File: src/rtl/core/ktmp_pkg.sv
// shared types, constants and profit arithmetic for the k-transaction profit unit
package ktmp_pkg;

  localparam int MAX_TRADES_DEFAULT = 16;
  localparam int PRICE_W = 16;
  localparam int PROFIT_W = 32;
  localparam int BEST_W = 31;
  localparam int LIMIT_W = 5;
  localparam int CFG_INDEX_W = 1;

  localparam logic signed [PROFIT_W-1:0] PROFIT_TOP = 32'sh7fffffff;
  localparam logic signed [PROFIT_W-1:0] PROFIT_FLOOR = 32'sh80000001;

  localparam logic [LIMIT_W-1:0] MAX_TRADES_RESET = 5'd1;

  localparam logic [CFG_INDEX_W-1:0] CFG_MAX_TRADES = 1'b0;
  localparam logic [CFG_INDEX_W-1:0] CFG_UNLIMITED = 1'b1;

  // one price travelling down the level chain
  typedef struct packed {
    logic valid;
    logic [PRICE_W-1:0] price;
    logic first;
    logic last;
    logic signed [PROFIT_W-1:0] below;
    logic [BEST_W-1:0] result;
  } ktmp_item_t;

  function automatic logic signed [PROFIT_W-1:0] clamp_profit(
    input logic signed [PROFIT_W+1:0] v
  );
    logic signed [PROFIT_W+1:0] top;
    logic signed [PROFIT_W+1:0] floor;
    logic signed [PROFIT_W-1:0] r;
    top = {{2{PROFIT_TOP[PROFIT_W-1]}}, PROFIT_TOP};
    floor = {{2{PROFIT_FLOOR[PROFIT_W-1]}}, PROFIT_FLOOR};
    if (v > top) begin
      r = PROFIT_TOP;
    end else if (v < floor) begin
      r = PROFIT_FLOOR;
    end else begin
      r = v[PROFIT_W-1:0];
    end
    return r;
  endfunction

  // sell: max(cash, hold + price)
  function automatic logic signed [PROFIT_W-1:0] sell_update(
    input logic signed [PROFIT_W-1:0] cash,
    input logic signed [PROFIT_W-1:0] hold,
    input logic [PRICE_W-1:0] price
  );
    logic signed [PROFIT_W+1:0] a;
    logic signed [PROFIT_W+1:0] b;
    a = {{2{cash[PROFIT_W-1]}}, cash};
    b = {{2{hold[PROFIT_W-1]}}, hold} + $signed({{(PROFIT_W+2-PRICE_W){1'b0}}, price});
    return clamp_profit((b > a) ? b : a);
  endfunction

  // buy: max(hold, below - price)
  function automatic logic signed [PROFIT_W-1:0] buy_update(
    input logic signed [PROFIT_W-1:0] hold,
    input logic signed [PROFIT_W-1:0] below,
    input logic [PRICE_W-1:0] price
  );
    logic signed [PROFIT_W+1:0] a;
    logic signed [PROFIT_W+1:0] b;
    a = {{2{hold[PROFIT_W-1]}}, hold};
    b = {{2{below[PROFIT_W-1]}}, below} - $signed({{(PROFIT_W+2-PRICE_W){1'b0}}, price});
    return clamp_profit((b > a) ? b : a);
  endfunction

endpackage

File: src/rtl/core/ktmp_open_stage.sv
// unlimited-trade profit and output register at the end of the chain
module ktmp_open_stage
  import ktmp_pkg::*;
(
  input  logic clk,
  input  logic rst,
  input  logic en,
  input  logic unlimited_mode,
  input  ktmp_item_t in_item,
  output logic out_valid,
  output logic [BEST_W-1:0] out_best,
  output logic out_last
);

  logic signed [PROFIT_W-1:0] open_cash;
  logic signed [PROFIT_W-1:0] open_hold;
  logic signed [PROFIT_W-1:0] cash_cur;
  logic signed [PROFIT_W-1:0] hold_cur;
  logic signed [PROFIT_W-1:0] open_cash_next;
  logic signed [PROFIT_W-1:0] open_hold_next;

  always_comb begin
    cash_cur = in_item.first ? '0 : open_cash;
    hold_cur = in_item.first ? PROFIT_FLOOR : open_hold;
    open_cash_next = sell_update(cash_cur, hold_cur, in_item.price);
    open_hold_next = buy_update(hold_cur, cash_cur, in_item.price);
  end

  always_ff @(posedge clk) begin
    if (rst) begin
      open_cash <= '0;
      open_hold <= PROFIT_FLOOR;
      out_valid <= 1'b0;
    end else if (en) begin
      out_valid <= in_item.valid;
      if (in_item.valid) begin
        open_cash <= open_cash_next;
        open_hold <= open_hold_next;
      end
    end
  end

  always_ff @(posedge clk) begin
    if (en) begin
      out_best <= unlimited_mode ? open_cash_next[BEST_W-1:0] : in_item.result;
      out_last <= in_item.last;
    end
  end

endmodule

File: config.mk
export PLATFORM = sky130hd
export DESIGN_NAME = ktmp_open_stage
export DESIGN_NICKNAME = d
export VERILOG_FILES = /design/src/rtl/core/ktmp_pkg.sv /design/src/rtl/core/ktmp_open_stage.sv
export SDC_FILE = /design/constraint.sdc
export NUM_CORES = 1
export LEC_CHECK = 0
export BUFFER_PORTS_ARGS = -buffer_cell sky130_fd_sc_hd__buf_4
export CAP_MARGIN = 20
export CELL_PAD_IN_SITES_DETAIL_PLACEMENT = 1
export CELL_PAD_IN_SITES_GLOBAL_PLACEMENT = 2
export CORE_UTILIZATION = 35
export DETAILED_ROUTE_END_ITERATION = 10
export PLACE_DENSITY = 0.81
export RECOVER_POWER = 50
export SLEW_MARGIN = 5
export SYNTH_ARGS = -nofsm -noshare
export SYNTH_HDL_FRONTEND = slang
export SYNTH_SLANG_ARGS = --single-unit
File: constraint.sdc
create_clock -name clk -period 11.95 [get_ports clk]
set_clock_uncertainty 0.2 [all_clocks]
set_input_delay 2.39 -clock clk [delete_from_list [all_inputs] [get_ports clk]]
set_output_delay 2.39 -clock clk [all_outputs]
set_load 0.005 [all_outputs]
==> flow_summary.toml, run 1 <==
[clock_tree]
clk_pin_slew_ps = 80
cts_resized = 0
holdBufCountCts = 0
cts_tree = "built"
clk-insertion-delay-late_ps = 370
postCtsSetupBuffers = 0
cts_buffers = 9
ctsHtreeMaxLevel = 3
root_buffer = "clkbuf_16"
cts.path.max_buffers = 2
cts_sinks = 97

[power]
seq_power_share = 0.286
cellPowerDensity_mw_per_mm2 = 126
pwr-share-clk = 0.209
peakVddDrop_mv = 0.0896
swShare = 0.448
p_int_mw = 0.798
leakage_nw = 4.56
switchingPower_mw = 0.648
comb_power_share = 0.505

[global_route]
grt-ovfl-total = 0
grt_max_degree = 67
antenna_found_initial = 0
gr-usage-all-layers = 0.278
grt_pass1_wl_um = 63700
grt_pass1_vias = 10677

[synthesis]
syn_nets = 1581
syn_avg_cell_area_um2 = 7.27
synth_edf_count = 32
synth_cells = 1409
async_reset_ff_frac = 0
synth_area_mm2 = 0.0102
synthFlopType = "dfxtp_1"
yosysWarningCount = 0
synth.distinct_cells = 91
yosysSeqAreaShare = 0.221
ys_seq_elements = 97

[placement]
placedCellCount = 1821
gp_congestion = 0.948
io_buffers = 86
dp_slack_ps = 1330
hpwl_um = 33400

[sta]
finalSetupViolations = 0
report.final.slew_viol_count = 68
finalCritPeriodShare = 0.909
worst_pin_slew_ps = 1960
min_period_ps = 10860
fmax_ghz = 0.0920
rsz0062_at_grt = "false"
final_hold_viol_count = 0
slew_headroom = -0.306
fin_tns_setup_ps = 0
setup_ws_ps = 1090

[critical_path]
cp.arrival_ps = 10880
worstSetupPathType = "input pin to register"
critPathLaunchType = "input pin"
path_max_fanout = 21
cp-end-kind = "register"
regToRegSetupSlack_ps = 3200
cp.required_ps = 11960

[floorplanning]
core_area_mm2 = 0.0288
io_pins = 119
rows = 62
initial_core_util = 0.356
die_h_um = 173
die_area_mm2 = 0.0300
chipWidth_um = 173

[finish]
instances_no_fill = 1838
fin_util = 0.398
seq_area_mm2 = 0.00226
area_growth_pct = 11.8
layout-drive-gt1-share = 0.107
n_fill_cell = 3604
multiInputGateArea_mm2 = 0.00722
nets = 1620

[routing]
drt_iter0_drc = 808
dr.pass1.iters = 7
ant_nets = 0
routed-wl-met3_um = 2200
routed_via_density = 5.90
wire_per_inst_um = 22.9
met1_length_um = 19400
wl_um = 42200
via_count = 10852
top_layer_used = "met4"
drc_errors = 0
met2WireLength_um = 19000

[min_path]
hold_path_class = "register to register"

[run_status]
status = "finished with violations"
violations = "max-capacitance violations, max-slew violations"

[job]
cap_violations = 2
per-stage QoR:
stage | instance area (um2) | power (mW) | hold WS, ps
3_5_place_dp | 11200 | 1.14 | 249
5_1_grt | 11500 | 1.54 | 296
4_1_cts | 11500 | 1.45 | 262
3_3_place_gp | 11200 | 1.13 | 241
6_report | 11500 | 1.45 | 263
2_1_floorplan | 10200 | 0.911 | 232
cell families (layout without fill, tap and decap cells):
logic type,Yosys count,in the layout,share of synthesized area
compound gates,425,425,0.266
xor+xnor,69,69,0.0597
buf+inv,187,231,0.0738
other cells,0,1,0
mux,18,18,0.0186
simple gates,519,519,0.246
fa+ha+maj,94,94,0.114
flops,97,97,0.221
final timing paths:
kind | endpoint | depth (start not counted) | startpoint
hold / removal | open_cash[8] | 2 | open_cash[8]
hold reg to reg | open_cash[8] | 2 | open_cash[8]
setup / recovery | open_hold[17] | 24 | in_item[64]
setup reg to reg | open_hold[17] | 23 | open_cash[1]
power groups by stage:
stage               clock (mW)  sequential (mW)  combinational [mW]
detailed placement           0            0.420               0.725
global placement             0            0.418               0.709
finish                   0.303            0.413               0.731
CTS                      0.309            0.412               0.730
global route             0.320            0.417               0.803
floorplan                    0            0.404               0.507
worst max-delay path: stages:
cell and delay [ps]:
buf_4 220, inv_1 390, nand2_1 350, ha_1 250, nor2b_1 70, o31ai_1 290
a21oi_1 220, o311ai_0 830, a211oi_1 430, nor4_4 730, a21oi_1 140, a311oi_1 610
ha_1 220, nand4_1 90, nor4_1 630, nand2_1 110, a21oi_1 260, a2bb2oi_1 650
nand2_1 460, o32ai_1 560, o21ai_1 200, a21oi_2 440, buf_12 240, nor3_1 80
cell usage after synthesis (28+ instances only):
master    count  share of area
clkbuf_1     41          0.015
a21oi_1     138          0.067
dfxtp_1      65           0.13
xnor2_1      53          0.045
nand4_1      30          0.018
nor2b_1      30          0.018
ha_1         84           0.10
o21ai_0      47          0.023
o22ai_1      54          0.033
nor3_1       74          0.036
o21ai_1      28          0.014
inv_1       108          0.040
nand2_1     128          0.047
edfxtp_1     32          0.094
nor2_1      140          0.051
nand3_1      31          0.015
placed cells by master, fill, tap and decap left out, types with 27 or more instances in the layout:
cell type  synthesis  layout
nand3_1           31      31
nor3_1            74      74
inv_1            108     108
nand2_1          128     128
nand4_1           30      30
dfxtp_1           65      65
buf_4              9      66
a21oi_1          138     138
o22ai_1           54      54
ha_1              84      84
xnor2_1           53      53
edfxtp_1          32      32
o21ai_0           47      48
o21ai_1           28      27
clkbuf_4           0      34
nor2_1           140     140
nor2b_1           30      30
state kept, by name, summed over array words and instances (netlist names):
signal,cells
out_best,31
out_last,1
out_valid,1
open_cash,32
open_hold,32
layout make-up:
cell class | instances | area share
sequential | 97 | 0.198
multi-input combinational | 1125 | 0.631
inverter | 111 | 0.0364
antenna | 1 | 0.000218
timing repair buffer | 104 | 0.0683
clock inverter | 7 | 0.00535
clock buffer | 9 | 0.0197
tap | 384 | 0.0419
metal layers:
layer / global-route usage / vias to the layer above
met5: 0 / -
met4: 0.117 / 0
met3: 0.0416 / 61
met2: 0.435 / 288
met1: 0.381 / 5308
li1: - / 5195
Power figures use the tool's default switching activity.
==> run 2: changes to the inputs <==
--- a/config.mk
+++ b/config.mk
@@ -10,6 +10,7 @@
 export CELL_PAD_IN_SITES_DETAIL_PLACEMENT = 1
 export CELL_PAD_IN_SITES_GLOBAL_PLACEMENT = 2
 export CORE_UTILIZATION = 35
+export CTS_BUF_LIST = sky130_fd_sc_hd__clkbuf_8
 export DETAILED_ROUTE_END_ITERATION = 10
 export PLACE_DENSITY = 0.81
 export RECOVER_POWER = 50
==> flow_summary.toml, run 2 (synthesis gave the netlist of run 1 again) <==
[min_path]
hold_path_class = "register to register"
hp-start = "open_cash[8]"

[critical_path]
cp.arrival_ps = 10820
worstSetupPathType = "input pin to register"
critPathLaunchType = "input pin"
cp-end-kind = "register"
critPathLaunch = "in_item[64]"
cp.required_ps = 12030
reg2reg_from = "open_cash[1]"
path_max_fanout = 21

[floorplanning]
chipWidth_um = 173
die_area_mm2 = 0.0300
initial_core_util = 0.356
rows = 62
core_area_mm2 = 0.0288
io_pins = 119
die_h_um = 173

[routing]
wl_um = 42200
top_layer_used = "met4"
routed_via_density = 5.93
routed-wl-met3_um = 2500
drt_iter0_drc = 806
met2WireLength_um = 19200
wire_per_inst_um = 23.0
drc_errors = 0
ant_nets = 0
met1_length_um = 19100
via_count = 10898
dr.pass1.iters = 5

[global_route]
grt_pass1_vias = 10681
antenna_found_initial = 1
grt_pass1_wl_um = 63900
grt_max_degree = 67
grt-ovfl-total = 0
gr-usage-all-layers = 0.279

[power]
leakage_nw = 4.52
peakVddDrop_mv = 0.0894
p_int_mw = 0.732
switchingPower_mw = 0.640
cellPowerDensity_mw_per_mm2 = 121
power.total_mw = 1.37
pwr-share-clk = 0.168
swShare = 0.467
seq_power_share = 0.301
comb_power_share = 0.531

[sta]
report.final.slew_viol_count = 68
slew_headroom = -0.314
min_period_ps = 10740
finalCritPeriodShare = 0.898
fin_tns_setup_ps = 0
worst_pin_slew_ps = 1970
rsz0062_at_grt = "false"
fmax_ghz = 0.0931
setup_ws_ps = 1210
finalSetupViolations = 0
final_hold_viol_count = 0

[finish]
area_growth_pct = 10.8
nets = 1620
fin_util = 0.394
layout-drive-gt1-share = 0.107
reg_top3 = "open_cash (32), open_hold (32), out_best (31)"
final_common_cell = "nor2_1"
layout_common_cells = "nor2_1 (140), a21oi_1 (138), nand2_1 (128), inv_1 (108), ha_1 (84)"
finalInstanceArea_mm2 = 0.0114

[clock_tree]
cts_sinks = 97
cts_tree = "built"
cts_buffers = 9
postCtsSetupBuffers = 0
root_buffer = "clkbuf_8"
clk_pin_slew_ps = 110
cts.path.max_buffers = 2
cts_resized = 0
holdBufCountCts = 0
clk-insertion-delay-late_ps = 430
ctsHtreeMaxLevel = 3

[run_status]
violations = "max-capacitance violations, max-slew violations"
status = "finished with violations"

[placement]
io_buffers = 86
dp_slack_ps = 1330
gp_congestion = 0.948
hpwl_um = 33400
placed_area_mm2 = 0.0112

[job]
cap_violations = 2
-- run 2: cell counts in the layout (fill, tap and decap cells not counted) --
No cell type changed its count.
-- run 2: routing by layer --
| metal | up-vias | GRT usage |
|---|---|---|
| li1 | 5189 | - |
| met1 | 5353 | 0.378 |
| met2 | 291 | 0.442 |
| met3 | 65 | 0.0473 |
| met4 | 0 | 0.106 |
| met5 | - | 0 |
-- run 2: worst paths after layout --
kind,slack [ps],to,depth (start not counted)
max,1210,open_hold[17],24
min,270,open_cash[8],2
min reg2reg,270,open_cash[8],2
max reg2reg,3300,open_hold[17],23
-- run 2: worst max-delay path, cell delays in order --
cell and delay, ps:
buf_4 220, inv_1 390, nand2_1 350, ha_1 250, nor2b_1 80, o31ai_1 280, a21oi_1 210, o311ai_0 810
a211oi_1 420, nor4_4 730, a21oi_1 140, a311oi_1 660, ha_1 220, nand4_1 100, nor4_1 610, nand2_1 100
a21oi_1 250, a2bb2oi_1 650, nand2_1 450, o32ai_1 530, o21ai_1 190, a21oi_2 440, buf_12 240, nor3_1 70
-- run 2: power by group through the flow --
stage	combinational [mW]	sequential [mW]	clock [mW]
6_report	0.729	0.413	0.231
3_3_place_gp	0.709	0.418	0
2_1_floorplan	0.507	0.404	0
3_5_place_dp	0.725	0.420	0
4_1_cts	0.729	0.412	0.236
5_1_grt	0.802	0.417	0.247
-- run 2: area by class of cell --
| cell class | instances | area, um2 |
|---|---|---|
| timing repair buffer | 104 | 782 |
| sequential | 97 | 2260 |
| inverter | 111 | 417 |
| fill | 3611 | 17400 |
| multi-input combinational | 1125 | 7220 |
| antenna | 1 | 2.50 |
| tap | 384 | 480 |
| clock buffer | 9 | 124 |
| clock inverter | 7 | 61.3 |
-- run 2: through the flow --
stage               hold slack [ps]  instances
floorplan                       232       1409
global placement                241       1821
detailed placement              249       1821
CTS                             266       1837
global route                    301       1837
finish                          266       1838
==> run 3: changes to the inputs <==
--- a/config.mk
+++ b/config.mk
@@ -9,6 +9,7 @@
 export CAP_MARGIN = 20
 export CELL_PAD_IN_SITES_DETAIL_PLACEMENT = 1
 export CELL_PAD_IN_SITES_GLOBAL_PLACEMENT = 2
+export CORE_MARGIN = 2
 export CORE_UTILIZATION = 35
 export CTS_BUF_LIST = sky130_fd_sc_hd__clkbuf_8
 export DETAILED_ROUTE_END_ITERATION = 10
==> flow_summary.toml, run 3 (synthesis gave the netlist of run 1 again) <==
[job]
cap_violations = 2

[clock_tree]
clk-insertion-delay-late_ps = 420
cts_sinks = 97
cts.path.max_buffers = 2
cts_tree = "built"
cts_resized = 0
clk_pin_slew_ps = 110
root_buffer = "clkbuf_8"
cts_buffers = 9
ctsHtreeMaxLevel = 3
postCtsSetupBuffers = 0
holdBufCountCts = 0

[finish]
nets = 1622
layout_common_cells = "nor2_1 (140), a21oi_1 (139), nand2_1 (128), inv_1 (109), ha_1 (84)"
area_growth_pct = 10.8
reg_top3 = "open_cash (32), open_hold (32), out_best (31)"
final_common_cell = "nor2_1"
diodes = 0
layout-drive-gt1-share = 0.107

[sta]
fin_tns_setup_ps = 0
final_hold_viol_count = 0
fmax_ghz = 0.0901
report.final.slew_viol_count = 68
slew_headroom = -0.282
worst_pin_slew_ps = 1920
rsz0062_at_grt = "false"
finalSetupViolations = 0
finalCritPeriodShare = 0.929
min_period_ps = 11100

[critical_path]
crit_path_frequent_cell = "a21oi_1"
worstSetupPathType = "input pin to register"
path_buf_inv = 3
cp-end-kind = "register"
cp.arrival_ps = 11170
rr_endpoint = "open_hold[22]"
regToRegSetupSlack_ps = 3020
path_max_fanout = 19
critPathLaunchType = "input pin"
crit_family = "compound AO/OA/AOI/OAI gates"
reg2reg_from = "open_cash[1]"
cp_slowest_cell = "nor4_4"
slowest_delay_ps = 770
cp.required_ps = 12020
critPathLaunch = "in_item[64]"
reg2regPathDepth = 23
path_cells = "buf_4 > inv_1 > nand2_1 > ha_1 > nor2b_1 > o31ai_1 > a21oi_1 > o311ai_1 > a211oi_1 > nor4_4 > a21oi_1 > a311oi_1 > ha_1 > nand4_1 > nor4_1 > nand2_1 > a21oi_1 > a2bb2oi_1 > nand2_1 > o32ai_1 > o21ai_0 > a21oi_1 > buf_12 > nor3_1"

[routing]
drt_iter0_drc = 789
drc_errors = 0
ant_nets = 0
top_layer_used = "met5"
wire_per_inst_um = 23.0
routed-wl-met3_um = 2060
met1_length_um = 19900
via_count = 10956
routed_via_density = 5.96
wl_um = 42400
dr.pass1.iters = 5
met2WireLength_um = 19100

[floorplanning]
initial_core_util = 0.356
chipWidth_um = 175
io_pins = 119
core_area_mm2 = 0.0288
rows = 62
die_h_um = 175
die_area_mm2 = 0.0307

[min_path]
min_path_cells = 2
hold_path_end = "open_cash[8]"
hp-start = "open_cash[8]"
hold_path_class = "register to register"

[placement]
gp_congestion = 0.967
io_buffers = 86
hpwl_um = 33700

[global_route]
grt-ovfl-total = 0
grt_max_degree = 67
antenna_found_initial = 0
grt_pass1_vias = 10680
grt_pass1_wl_um = 65000
gr-usage-all-layers = 0.277

[power]
leakage_nw = 4.52
peakVddDrop_mv = 0.0795
seq_power_share = 0.302
p_int_mw = 0.729
switchingPower_mw = 0.636
pwr-share-clk = 0.164
cellPowerDensity_mw_per_mm2 = 120
swShare = 0.466
power.total_mw = 1.37
comb_power_share = 0.534

[run_status]
status = "finished with violations"
violations = "max-capacitance violations, max-slew violations"
[run 3: area by class of cell]
class | instances | area, um2
Clock buffer | 9 | 124
Tap cell | 384 | 480
Inverter | 111 | 417
Sequential cell | 97 | 2260
Fill cell | 3606 | 17400
Multi-Input combinational cell | 1125 | 7220
Timing Repair Buffer | 106 | 791
Clock inverter | 7 | 55.1
[run 3: worst max path at each step]
| stage | cells past startpoint | end | slack [ps] |
|---|---|---|---|
| 2_1_floorplan | 35 | out_best[10] | 2450 |
| 3_3_place_gp | 24 | open_hold[13] | 1440 |
| 3_5_place_dp | 30 | out_best[6] | 1360 |
| 4_1_cts | 30 | out_best[25] | 1800 |
| 5_1_grt | 24 | open_hold[15] | 560 |
| 6_report | 24 | open_hold[22] | 850 |
[run 3: layer usage]
| metal | vias to the layer above | global-route usage |
|---|---|---|
| met5 | - | 0.0160 |
| li1 | 5188 | - |
| met4 | 2 | 0.0872 |
| met3 | 58 | 0.0322 |
| met1 | 5428 | 0.394 |
| met2 | 280 | 0.436 |
[run 3: power by group through the flow]
| stage | logic (mW) | clock network [mW] | registers (mW) |
|---|---|---|---|
| floorplan | 0.507 | 0 | 0.404 |
| global placement | 0.712 | 0 | 0.418 |
| detailed placement | 0.726 | 0 | 0.419 |
| CTS | 0.729 | 0.231 | 0.412 |
| global route | 0.805 | 0.243 | 0.417 |
| finish | 0.729 | 0.224 | 0.412 |
[run 3: metrics by stage]
step | cells | hold slack [ps] | worst slack (ps) | area (um2) | utilization
6_report | 1839 | 267 | 850 | 11300 | 0.394
5_1_grt | 1839 | 293 | 555 | 11300 | 0.394
4_1_cts | 1839 | 270 | 1800 | 11400 | 0.395
3_5_place_dp | 1823 | 253 | 1360 | 11200 | 0.389
3_3_place_gp | 1823 | 240 | 1440 | 11200 | 0.389
2_1_floorplan | 1409 | 232 | 2450 | 10200 | -
[run 3: worst register-to-register path: stages, from the launching register on]
cell       delay (ps)
dfxtp_1           480
nor2b_1           170
buf_4             160
ha_1              240
nor2b_1           150
o31ai_1           300
a21oi_1           220
o311ai_1          650
a211oi_1          380
nor4_4            770
a21oi_1           160
a311oi_1          650
ha_1              230
nand4_1           100
nor4_1            600
nand2_1           100
a21oi_1           240
a2bb2oi_1         690
nand2_1           480
o32ai_1           550
o21ai_0           230
a21oi_1           690
buf_12            260
nor3_1             70
